[config.mk]
export PLATFORM = sky130hd
export DESIGN_NAME = draw_without_repeat_deck
export DESIGN_NICKNAME = d
export VERILOG_FILES = /design/src/rtl/dwrd_pkg.sv /design/src/rtl/dwrd_ctrl.sv /design/src/rtl/dwrd_dp.sv /design/src/rtl/draw_without_repeat_deck.sv
export SDC_FILE = /design/constraint.sdc
export NUM_CORES = 1
export LEC_CHECK = 0
export ABC_AREA = 1
export BUFFER_PORTS_ARGS = -buffer_cell sky130_fd_sc_hd__buf_4
export CAP_MARGIN = 20
export CORE_UTILIZATION = 45
export DETAILED_ROUTE_END_ITERATION = 8
export MAX_ROUTING_LAYER = met4
export PLACE_DENSITY_LB_ADDON = 0.1
export SYNTH_ARGS = -nofsm -noshare
export SYNTH_HDL_FRONTEND = slang
export SYNTH_SLANG_ARGS = --single-unit
[constraint.sdc]
create_clock -name clk -period 3.45 [get_ports clk]
set_input_delay 0.345 -clock clk [delete_from_list [all_inputs] [get_ports clk]]
set_output_delay 0.345 -clock clk [all_outputs]
set_load 0.02 [all_outputs]
[src/rtl/dwrd_pkg.sv]
// shared types and constants of the draw-without-repeat deck
// no dependencies; used by the controller, the datapath and the top level
`default_nettype none

package dwrd_pkg;

  localparam int DFLT_MAX_ENTRIES = 16;

  localparam int OP_W    = 2;
  localparam int IDX_W   = 4;
  localparam int ENTRY_W = 16;
  localparam int PICK_W  = 16;
  localparam int CNT_W   = 5;

  localparam logic [CNT_W-1:0]   DFLT_ACTIVE_COUNT = 5'd16;
  localparam logic [ENTRY_W-1:0] EMPTY_MARK        = 16'hFFF0;
  localparam logic [ENTRY_W-1:0] DRAWN_MASK        = 16'h8000;
  localparam logic [ENTRY_W-1:0] VALUE_MASK        = 16'h7FFF;

  typedef enum logic [OP_W-1:0] {
    OP_WRITE = 2'd0,
    OP_COUNT = 2'd1,
    OP_DRAW  = 2'd2,
    OP_NOP   = 2'd3
  } op_t;

  // controller to datapath
  typedef struct packed {
    logic start;   // latch a new transaction
    logic scan;    // read and evaluate deck entries
    logic refill;  // evaluation clears drawn bits instead of counting
    logic rewind;  // restart the entry pointer
    logic load;    // move the result into the output register
  } cmd_t;

  // datapath to controller
  typedef struct packed {
    logic op_scan;     // operation walks the deck
    logic pass_done;   // every entry of the pass evaluated
    logic hit;         // draw found its entry this cycle
    logic refill_due;  // count saw no undrawn entry
    logic out_busy;    // output register still holds an untaken result
  } sts_t;

endpackage

`default_nettype wire

[src/rtl/dwrd_ctrl.sv]
// controller state machine of the deck: sequences accept, scan, refill, result
// depends on dwrd_pkg (cmd_t, sts_t)
`default_nettype none

module dwrd_ctrl import dwrd_pkg::*; (
  input  wire  clk,
  input  wire  rst_n,
  input  wire  in_valid,
  output logic in_ready,
  input  sts_t sts,
  output cmd_t cmd
);

  typedef enum logic [1:0] {
    ST_IDLE,
    ST_SCAN,
    ST_REFILL,
    ST_FIN
  } state_t;

  state_t state_r, state_nxt;

  always_comb begin
    state_nxt = state_r;
    cmd       = '0;
    case (state_r)
      ST_IDLE: begin
        if (in_valid) begin
          cmd.start = 1'b1;
          state_nxt = ST_SCAN;
        end
      end
      ST_SCAN: begin
        cmd.scan = sts.op_scan;
        if (!sts.op_scan || sts.hit) begin
          state_nxt = ST_FIN;
        end else if (sts.pass_done) begin
          if (sts.refill_due) begin
            cmd.rewind = 1'b1;
            state_nxt  = ST_REFILL;
          end else begin
            state_nxt = ST_FIN;
          end
        end
      end
      ST_REFILL: begin
        cmd.scan   = 1'b1;
        cmd.refill = 1'b1;
        if (sts.pass_done) begin
          state_nxt = ST_FIN;
        end
      end
      ST_FIN: begin
        if (!sts.out_busy) begin
          cmd.load  = 1'b1;
          state_nxt = ST_IDLE;
        end
      end
      default: state_nxt = ST_IDLE;
    endcase
  end

  always_ff @(posedge clk) begin
    if (!rst_n) begin
      state_r <= ST_IDLE;
    end else begin
      state_r <= state_nxt;
    end
  end

  assign in_ready = (state_r == ST_IDLE);

endmodule

`default_nettype wire

[src/rtl/dwrd_dp.sv]
// datapath of the deck: entry memory, scan pointer, counters, result register
// depends on dwrd_pkg (cmd_t, sts_t, op_t, entry constants)
`default_nettype none

module dwrd_dp import dwrd_pkg::*; #(
  parameter int MAX_ENTRIES = DFLT_MAX_ENTRIES
) (
  input  wire                clk,
  input  wire                rst_n,
  input  cmd_t               cmd,
  output sts_t               sts,
  input  wire [OP_W-1:0]     in_opcode,
  input  wire [IDX_W-1:0]    in_entry_index,
  input  wire [ENTRY_W-1:0]  in_entry_value,
  input  wire [PICK_W-1:0]   in_pick,
  input  wire [CNT_W-1:0]    active_count,
  input  wire                out_ready,
  output logic               out_valid,
  output logic [CNT_W-1:0]   res_remaining,
  output logic [CNT_W-1:0]   res_used,
  output logic [ENTRY_W-1:0] res_drawn,
  output logic               res_found
);

  localparam int IW = (MAX_ENTRIES > 1) ? $clog2(MAX_ENTRIES) : 1;
  localparam int CW = $clog2(MAX_ENTRIES + 1);
  localparam int SW = (CW > CNT_W) ? CW : CNT_W;

  logic [ENTRY_W-1:0] mem [MAX_ENTRIES];
  logic [ENTRY_W-1:0] rd_data_r;

  op_t                op_r;
  logic [PICK_W-1:0]  pick_r;
  logic [CW-1:0]      n_r;
  logic [CW-1:0]      k_r;
  logic               ev_vld_r;
  logic [IW-1:0]      ev_addr_r;
  logic [CW-1:0]      used_r;
  logic [CW-1:0]      rem_r;
  logic [ENTRY_W-1:0] drawn_r;
  logic               found_r;
  logic               out_valid_r;

  logic [SW-1:0]      ac_ext;
  logic [CW-1:0]      n_sat;
  logic               idx_ok;
  logic               issue;
  logic               eval;
  logic               count_eval;
  logic               undrawn;
  logic               hit;
  logic               we;
  logic [IW-1:0]      wa;
  logic [ENTRY_W-1:0] wd;

  // active count saturates at the deck depth
  assign ac_ext = SW'(active_count);
  assign n_sat  = (ac_ext > SW'(MAX_ENTRIES)) ? CW'(MAX_ENTRIES) : CW'(ac_ext);
  assign idx_ok = (32'(in_entry_index) < 32'(MAX_ENTRIES));

  assign undrawn    = ~rd_data_r[ENTRY_W-1];
  assign issue      = cmd.scan && !cmd.rewind && (k_r != n_r);
  assign eval       = cmd.scan && ev_vld_r;
  assign count_eval = eval && !cmd.refill;
  // undrawn entries seen so far equal the pick, so this one is the picked entry
  assign hit        = count_eval && (op_r == OP_DRAW) && undrawn &&
                      (PICK_W'(rem_r) == pick_r);

  always_comb begin
    we = 1'b0;
    wa = ev_addr_r;
    wd = rd_data_r;
    if (cmd.start && (op_t'(in_opcode) == OP_WRITE) && idx_ok) begin
      we = 1'b1;
      wa = IW'(in_entry_index);
      wd = in_entry_value;
    end else if (eval && cmd.refill) begin
      we = 1'b1;
      wd = rd_data_r & VALUE_MASK;
    end else if (hit) begin
      we = 1'b1;
      wd = rd_data_r | DRAWN_MASK;
    end
  end

  always_ff @(posedge clk) begin
    if (we) begin
      mem[wa] <= wd;
    end
    if (issue) begin
      rd_data_r <= mem[k_r[IW-1:0]];
      ev_addr_r <= k_r[IW-1:0];
    end
  end

  // scan pointer and read pipeline flag
  always_ff @(posedge clk) begin
    if (!rst_n) begin
      k_r      <= '0;
      ev_vld_r <= 1'b0;
    end else if (cmd.start || cmd.rewind) begin
      k_r      <= '0;
      ev_vld_r <= 1'b0;
    end else if (cmd.scan) begin
      ev_vld_r <= issue;
      if (issue) begin
        k_r <= k_r + 1'b1;
      end
    end
  end

  always_ff @(posedge clk) begin
    if (cmd.start) begin
      op_r    <= op_t'(in_opcode);
      pick_r  <= in_pick;
      n_r     <= n_sat;
      used_r  <= '0;
      rem_r   <= '0;
      drawn_r <= in_pick;
      found_r <= 1'b0;
    end else if (count_eval) begin
      if (rd_data_r != EMPTY_MARK) begin
        used_r <= used_r + 1'b1;
      end
      if (undrawn) begin
        rem_r <= rem_r + 1'b1;
      end
      if (hit) begin
        drawn_r <= rd_data_r;
        found_r <= 1'b1;
      end
    end
  end

  // output register
  always_ff @(posedge clk) begin
    if (!rst_n) begin
      out_valid_r <= 1'b0;
    end else if (cmd.load) begin
      out_valid_r <= 1'b1;
    end else if (out_ready) begin
      out_valid_r <= 1'b0;
    end
  end

  always_ff @(posedge clk) begin
    if (cmd.load) begin
      res_remaining <= '0;
      res_used      <= '0;
      res_drawn     <= '0;
      res_found     <= 1'b0;
      case (op_r)
        OP_COUNT: begin
          res_remaining <= (rem_r == '0) ? CNT_W'(n_r) : CNT_W'(rem_r);
          res_used      <= CNT_W'(used_r);
        end
        OP_DRAW: begin
          res_drawn <= drawn_r;
          res_found <= found_r;
        end
        default: ;
      endcase
    end
  end

  assign out_valid = out_valid_r;

  assign sts.op_scan    = (op_r == OP_COUNT) || (op_r == OP_DRAW);
  assign sts.pass_done  = (k_r == n_r) && !ev_vld_r;
  assign sts.hit        = hit;
  assign sts.refill_due = (op_r == OP_COUNT) && (rem_r == '0);
  assign sts.out_busy   = out_valid_r && !out_ready;

endmodule

`default_nettype wire

[src/rtl/draw_without_repeat_deck.sv]
// throughput: one transaction at a time, one deck entry scanned per cycle on a
//   single read port; the next input is taken while a result waits
// reset: synchronous active-low; active count returns to 16, deck contents kept
`default_nettype none

module draw_without_repeat_deck import dwrd_pkg::*; #(
  parameter int MAX_ENTRIES = DFLT_MAX_ENTRIES
) (
  input  wire               clk,
  input  wire               rst_n,
  // input stream
  input  wire               in_tvalid,
  output logic              in_tready,
  input  wire [39:0]        in_tdata,   // entry_index, entry_value, pick, zero pad
  input  wire [OP_W-1:0]    in_tuser,   // opcode
  // result stream
  output logic              out_tvalid,
  input  wire               out_tready,
  output logic [31:0]       out_tdata,  // remaining, used_slots, drawn_value, zero pad
  output logic              out_tuser,  // found
  // configuration write
  input  wire               cfg_valid,
  output logic              cfg_ready,
  input  wire [CNT_W-1:0]   cfg_data    // active_count
);

  cmd_t cmd;
  sts_t sts;

  logic [CNT_W-1:0]   active_count_r;
  logic [CNT_W-1:0]   res_remaining;
  logic [CNT_W-1:0]   res_used;
  logic [ENTRY_W-1:0] res_drawn;
  logic               res_found;

  assign cfg_ready = 1'b1;

  always_ff @(posedge clk) begin
    if (!rst_n) begin
      active_count_r <= DFLT_ACTIVE_COUNT;
    end else if (cfg_valid) begin
      active_count_r <= cfg_data;
    end
  end

  dwrd_ctrl u_ctrl (
    .clk      (clk),
    .rst_n    (rst_n),
    .in_valid (in_tvalid),
    .in_ready (in_tready),
    .sts      (sts),
    .cmd      (cmd)
  );

  dwrd_dp #(
    .MAX_ENTRIES (MAX_ENTRIES)
  ) u_dp (
    .clk            (clk),
    .rst_n          (rst_n),
    .cmd            (cmd),
    .sts            (sts),
    .in_opcode      (in_tuser),
    .in_entry_index (in_tdata[3:0]),
    .in_entry_value (in_tdata[19:4]),
    .in_pick        (in_tdata[35:20]),
    .active_count   (active_count_r),
    .out_ready      (out_tready),
    .out_valid      (out_tvalid),
    .res_remaining  (res_remaining),
    .res_used       (res_used),
    .res_drawn      (res_drawn),
    .res_found      (res_found)
  );

  assign out_tdata = {6'd0, res_drawn, res_used, res_remaining};
  assign out_tuser = res_found;

endmodule

`default_nettype wire

==> metrics.md <==
| Metric | Value |
|---|---|
| Number of enable-type register cells in the synthesized netlist | `342` |
| Number of antenna violations at the first check in global routing | `0` |
| Core area | `32600 um^2` |
| Cell with the biggest individual delay on the critical path | `sky130_fd_sc_hd__nor2_2` |
| Post-Route WL | `34.5 mm` |
| Kind of critical path | `flip-flop to flip-flop` |
| Maximum fanout count along the critical path | `15` |
| DR WL met2 | `16.2 mm` |
| Initial cell density of the core | `0.458` |
| Detailed-placement wirelength estimate | `21.8 mm` |
| Routability cong. | `0.840` |
| Vert. Die Dim | `184 um` |
| TritonCTS clock tree | `built` |
| Growth of design area from synthesis to finish | `17.5%` |
| Hold WS | `25.7 ps` |
| Setup TNS Final | `0 ps` |
| Final setup vio count | `0` |
| Met3 WL post-DR | `2.09 mm` |
| Post-Layout Cell Count | `1799` |
| Share of final-layout standard cells stronger than drive strength 1 | `0.152` |
| DR vias | `9388` |
| Area fraction of the dominant cell type after synthesis | `0.688` |
| Leakage power | `6.33 nW` |
| Cell family with the largest share of critical-path delay | `simple AND/OR/NAND/NOR gates` |
| Number of distinct library cells after synthesis | `38` |
| Vias in the first global route | `8921` |
| Number of top-level pins | `88` |
| # diodes | `0` |
| Insertion delay of the later-clocked pin in the worst-skew pair | `530 ps` |
| Maximum clock skew at final layout | `15.6 ps` |
| # DRC | `0` |
| Path type of the worst min-delay path | `input port to flip-flop` |
| Floorplan row count | `66` |
| Remaining max-slew budget at the tightest pin | `0.417` |
| 1st-iter DRT viols | `768` |
| Total global-route track usage | `0.215` |
| Number of nets with antenna violations after routing | `0` |
| Fraction of synthesis flops using an asynchronous set or reset pin | `0` |
| Clock transition time at the flip-flop clock pins of the worst setup and hold paths | `60 ps` |
| Most numerous cell types in the synthesized netlist | `342 x sky130_fd_sc_hd__edfxtp_1, 193 x sky130_fd_sc_hd__nand2_1, 191 x sky130_fd_sc_hd__nor2_1, 89 x sky130_fd_sc_hd__inv_1, 85 x sky130_fd_sc_hd__o21ai_0` |
| Status | `completed` |
| Number of cells produced by synthesis | `1210` |
| Average instance area after synthesis | `12.3 um^2` |
| Number of port buffers | `76` |
| Met1 Wirelength | `15.6 mm` |
| Data required, critical path | `3680 ps` |
| First-pass GRT wire length | `52.2 mm` |
| Critical-path cell list | `inv_1 > ha_1 > nand2_1 > nor3_4 > inv_2 > o21ai_1 > nand3_1 > nor2_2 > buf_12` |
| Die Span X | `184 um` |
| Slew Viols, Final | `0` |
| Flops & latches, synth | `367` |
| Worst-case clock buffer depth | `3` |
| Bufs and invs on worst path | `3` |
| Tightest Pin Transition | `874 ps` |
| Number of H-tree branching levels | `2` |
| Post-route minimum period | `2890 ps` |
| Unrepaired setup endpoints after global routing | `false` |
| Nets | `1389` |
| Top cells by area, synth | `sky130_fd_sc_hd__edfxtp_1 69%, sky130_fd_sc_hd__nand2_1 4.9%, sky130_fd_sc_hd__nor2_1 4.8%` |
| Post-synthesis instance area | `14900 um^2` |
| CTS Root Cell | `sky130_fd_sc_hd__clkbuf_16` |
| Top routing layer used | `met4` |
| Via count normalized by instance count | `5.22` |
| Predominant post-synthesis flop cell | `sky130_fd_sc_hd__edfxtp_1` |
| Number of cells in the design after placement | `1710` |
| Total Die Area | `33900 um^2` |
| Crit path capture type | `flip-flop` |
| Most frequent cell after synthesis | `sky130_fd_sc_hd__edfxtp_1` |
| Clock Sinks | `367` |
| Power, Total | `11.2 mW` |
| Grt total ovfl | `0` |
| Sequential element share of the synthesized area | `0.721` |
| Delay contributed by the slowest stage of the critical path | `410 ps` |
| P per Cell Area | `638 nW/um^2` |
| Maximum capacitance violations | `0` |
| Data arrival at the endpoint of the critical path | `3120 ps` |
| First-pass iteration count of the detailed router | `7` |
| Ys Warns | `0` |
| Maximum number of pins on one net before global-route repair | `67` |
| Kind of start point of the critical path | `flip-flop` |
| Final period utilization | `0.838` |
| Post-detailed-route wirelength per cell | `19.2 um` |
| Cts bufs inserted | `40` |
| Hold Violations, Final | `0` |
| Library cell with the largest summed area after synthesis | `sky130_fd_sc_hd__edfxtp_1` |
| Maximum vdd ir drop | `0.374 mV` |
| Highest clock rate | `346 MHz` |
## sequential cells by signal, summed over array words and instances (netlist names), 16 cells and up
signal	count
u_dp.drawn_r	16
u_dp.mem	256
u_dp.pick_r	16
u_dp.rd_data_r	16
u_dp.res_drawn	16
## cell usage in the layout, fill, tap and decap left out, types with 2 or more instances in the layout
| cell type | instances |
|---|---|
| sky130_fd_sc_hd__ha_1 | 10 |
| sky130_fd_sc_hd__buf_12 | 3 |
| sky130_fd_sc_hd__conb_1 | 7 |
| sky130_fd_sc_hd__nor3_2 | 4 |
| sky130_fd_sc_hd__o221ai_1 | 25 |
| sky130_fd_sc_hd__o211ai_1 | 7 |
| sky130_fd_sc_hd__dlygate4sd3_1 | 17 |
| sky130_fd_sc_hd__or2_2 | 4 |
| sky130_fd_sc_hd__xnor2_1 | 4 |
| sky130_fd_sc_hd__nor2_2 | 16 |
| sky130_fd_sc_hd__clkbuf_8 | 2 |
| sky130_fd_sc_hd__inv_6 | 2 |
| sky130_fd_sc_hd__o21ai_1 | 2 |
| sky130_fd_sc_hd__clkinv_1 | 9 |
| sky130_fd_sc_hd__nor3_1 | 4 |
| sky130_fd_sc_hd__dfxtp_1 | 23 |
| sky130_fd_sc_hd__buf_4 | 113 |
| sky130_fd_sc_hd__clkbuf_16 | 42 |
| sky130_fd_sc_hd__nand2_1 | 193 |
| sky130_fd_sc_hd__xor2_1 | 6 |
| sky130_fd_sc_hd__o32ai_1 | 39 |
| sky130_fd_sc_hd__inv_2 | 4 |
| sky130_fd_sc_hd__nor2_1 | 179 |
| sky130_fd_sc_hd__edfxtp_1 | 342 |
| sky130_fd_sc_hd__mux2i_1 | 26 |
| sky130_fd_sc_hd__clkbuf_1 | 13 |
| sky130_fd_sc_hd__o21ai_0 | 85 |
| sky130_fd_sc_hd__o22ai_1 | 2 |
| sky130_fd_sc_hd__inv_1 | 89 |
| sky130_fd_sc_hd__a21oi_1 | 22 |
| sky130_fd_sc_hd__nand3_2 | 2 |
| sky130_fd_sc_hd__clkinv_2 | 6 |
| sky130_fd_sc_hd__nand4_1 | 3 |
| sky130_fd_sc_hd__dfxtp_4 | 2 |
| sky130_fd_sc_hd__nand3_1 | 40 |
## report_power, final
part	switching, mW	total [mW]	internal, mW
logic	1.24	1.73	0.488
clock network	1.63	3.91	2.27
registers	0.133	5.56	5.43
total	3.01	11.2	8.19
## layer usage
layer  up-vias  track usage
li1       4512            -
met1      4535        0.291
met2       283        0.335
met3        58       0.0369
met4         0       0.0597
met5         -            -
## logic make-up after synthesis
family / after synthesis / synth area share
AO/OA/AOI/OAI: 188 / 0.0819
XOR/XNOR: 10 / 0.00586
adder cells (fa/ha/maj): 10 / 0.00838
buffers and inverters: 158 / 0.0435
flip-flops: 367 / 0.721
multiplexers: 26 / 0.0174
other: 2 / 0.000503
AND/OR/NAND/NOR: 449 / 0.121
## layout make-up
type | instances | area (um^2)
Inverter | 95 | 357
Clock inverter | 15 | 73.8
Multi-Input combinational cell | 690 | 3590
Fill cell | 2727 | 15100
Sequential cell | 367 | 10800
Tap cell | 442 | 553
Clock buffer | 57 | 1130
Timing Repair Buffer | 133 | 1080
## worst paths after layout
check	start	end	slack [ps]	depth (start not counted)
setup / recovery	u_ctrl.state_r[0]	u_dp.mem[6][4]	560	9
hold / removal	cfg_valid	active_count_r[4]	30	2
setup reg to reg	u_ctrl.state_r[0]	u_dp.mem[6][4]	560	9
hold reg to reg	u_dp.found_r	u_dp.found_r	450	2
## repair_timing
item | in CTS | in global routing
setup buffers | 0 | 0
hold buffers | 17 | 0
resized for setup | 0 | 0
endpoints found under the hold margin | 17 | 0
## stage by stage
| stage | util | area (um^2) | setup WS (ps) |
|---|---|---|---|
| 2_1_floorplan | - | 15000 | 270 |
| 3_3_place_gp | 0.496 | 16200 | 698 |
| 3_5_place_dp | 0.496 | 16200 | 545 |
| 4_1_cts | 0.538 | 17600 | 514 |
| 5_1_grt | 0.538 | 17600 | 299 |
| 6_report | 0.538 | 17600 | 558 |
Power figures use the tool's default switching activity.
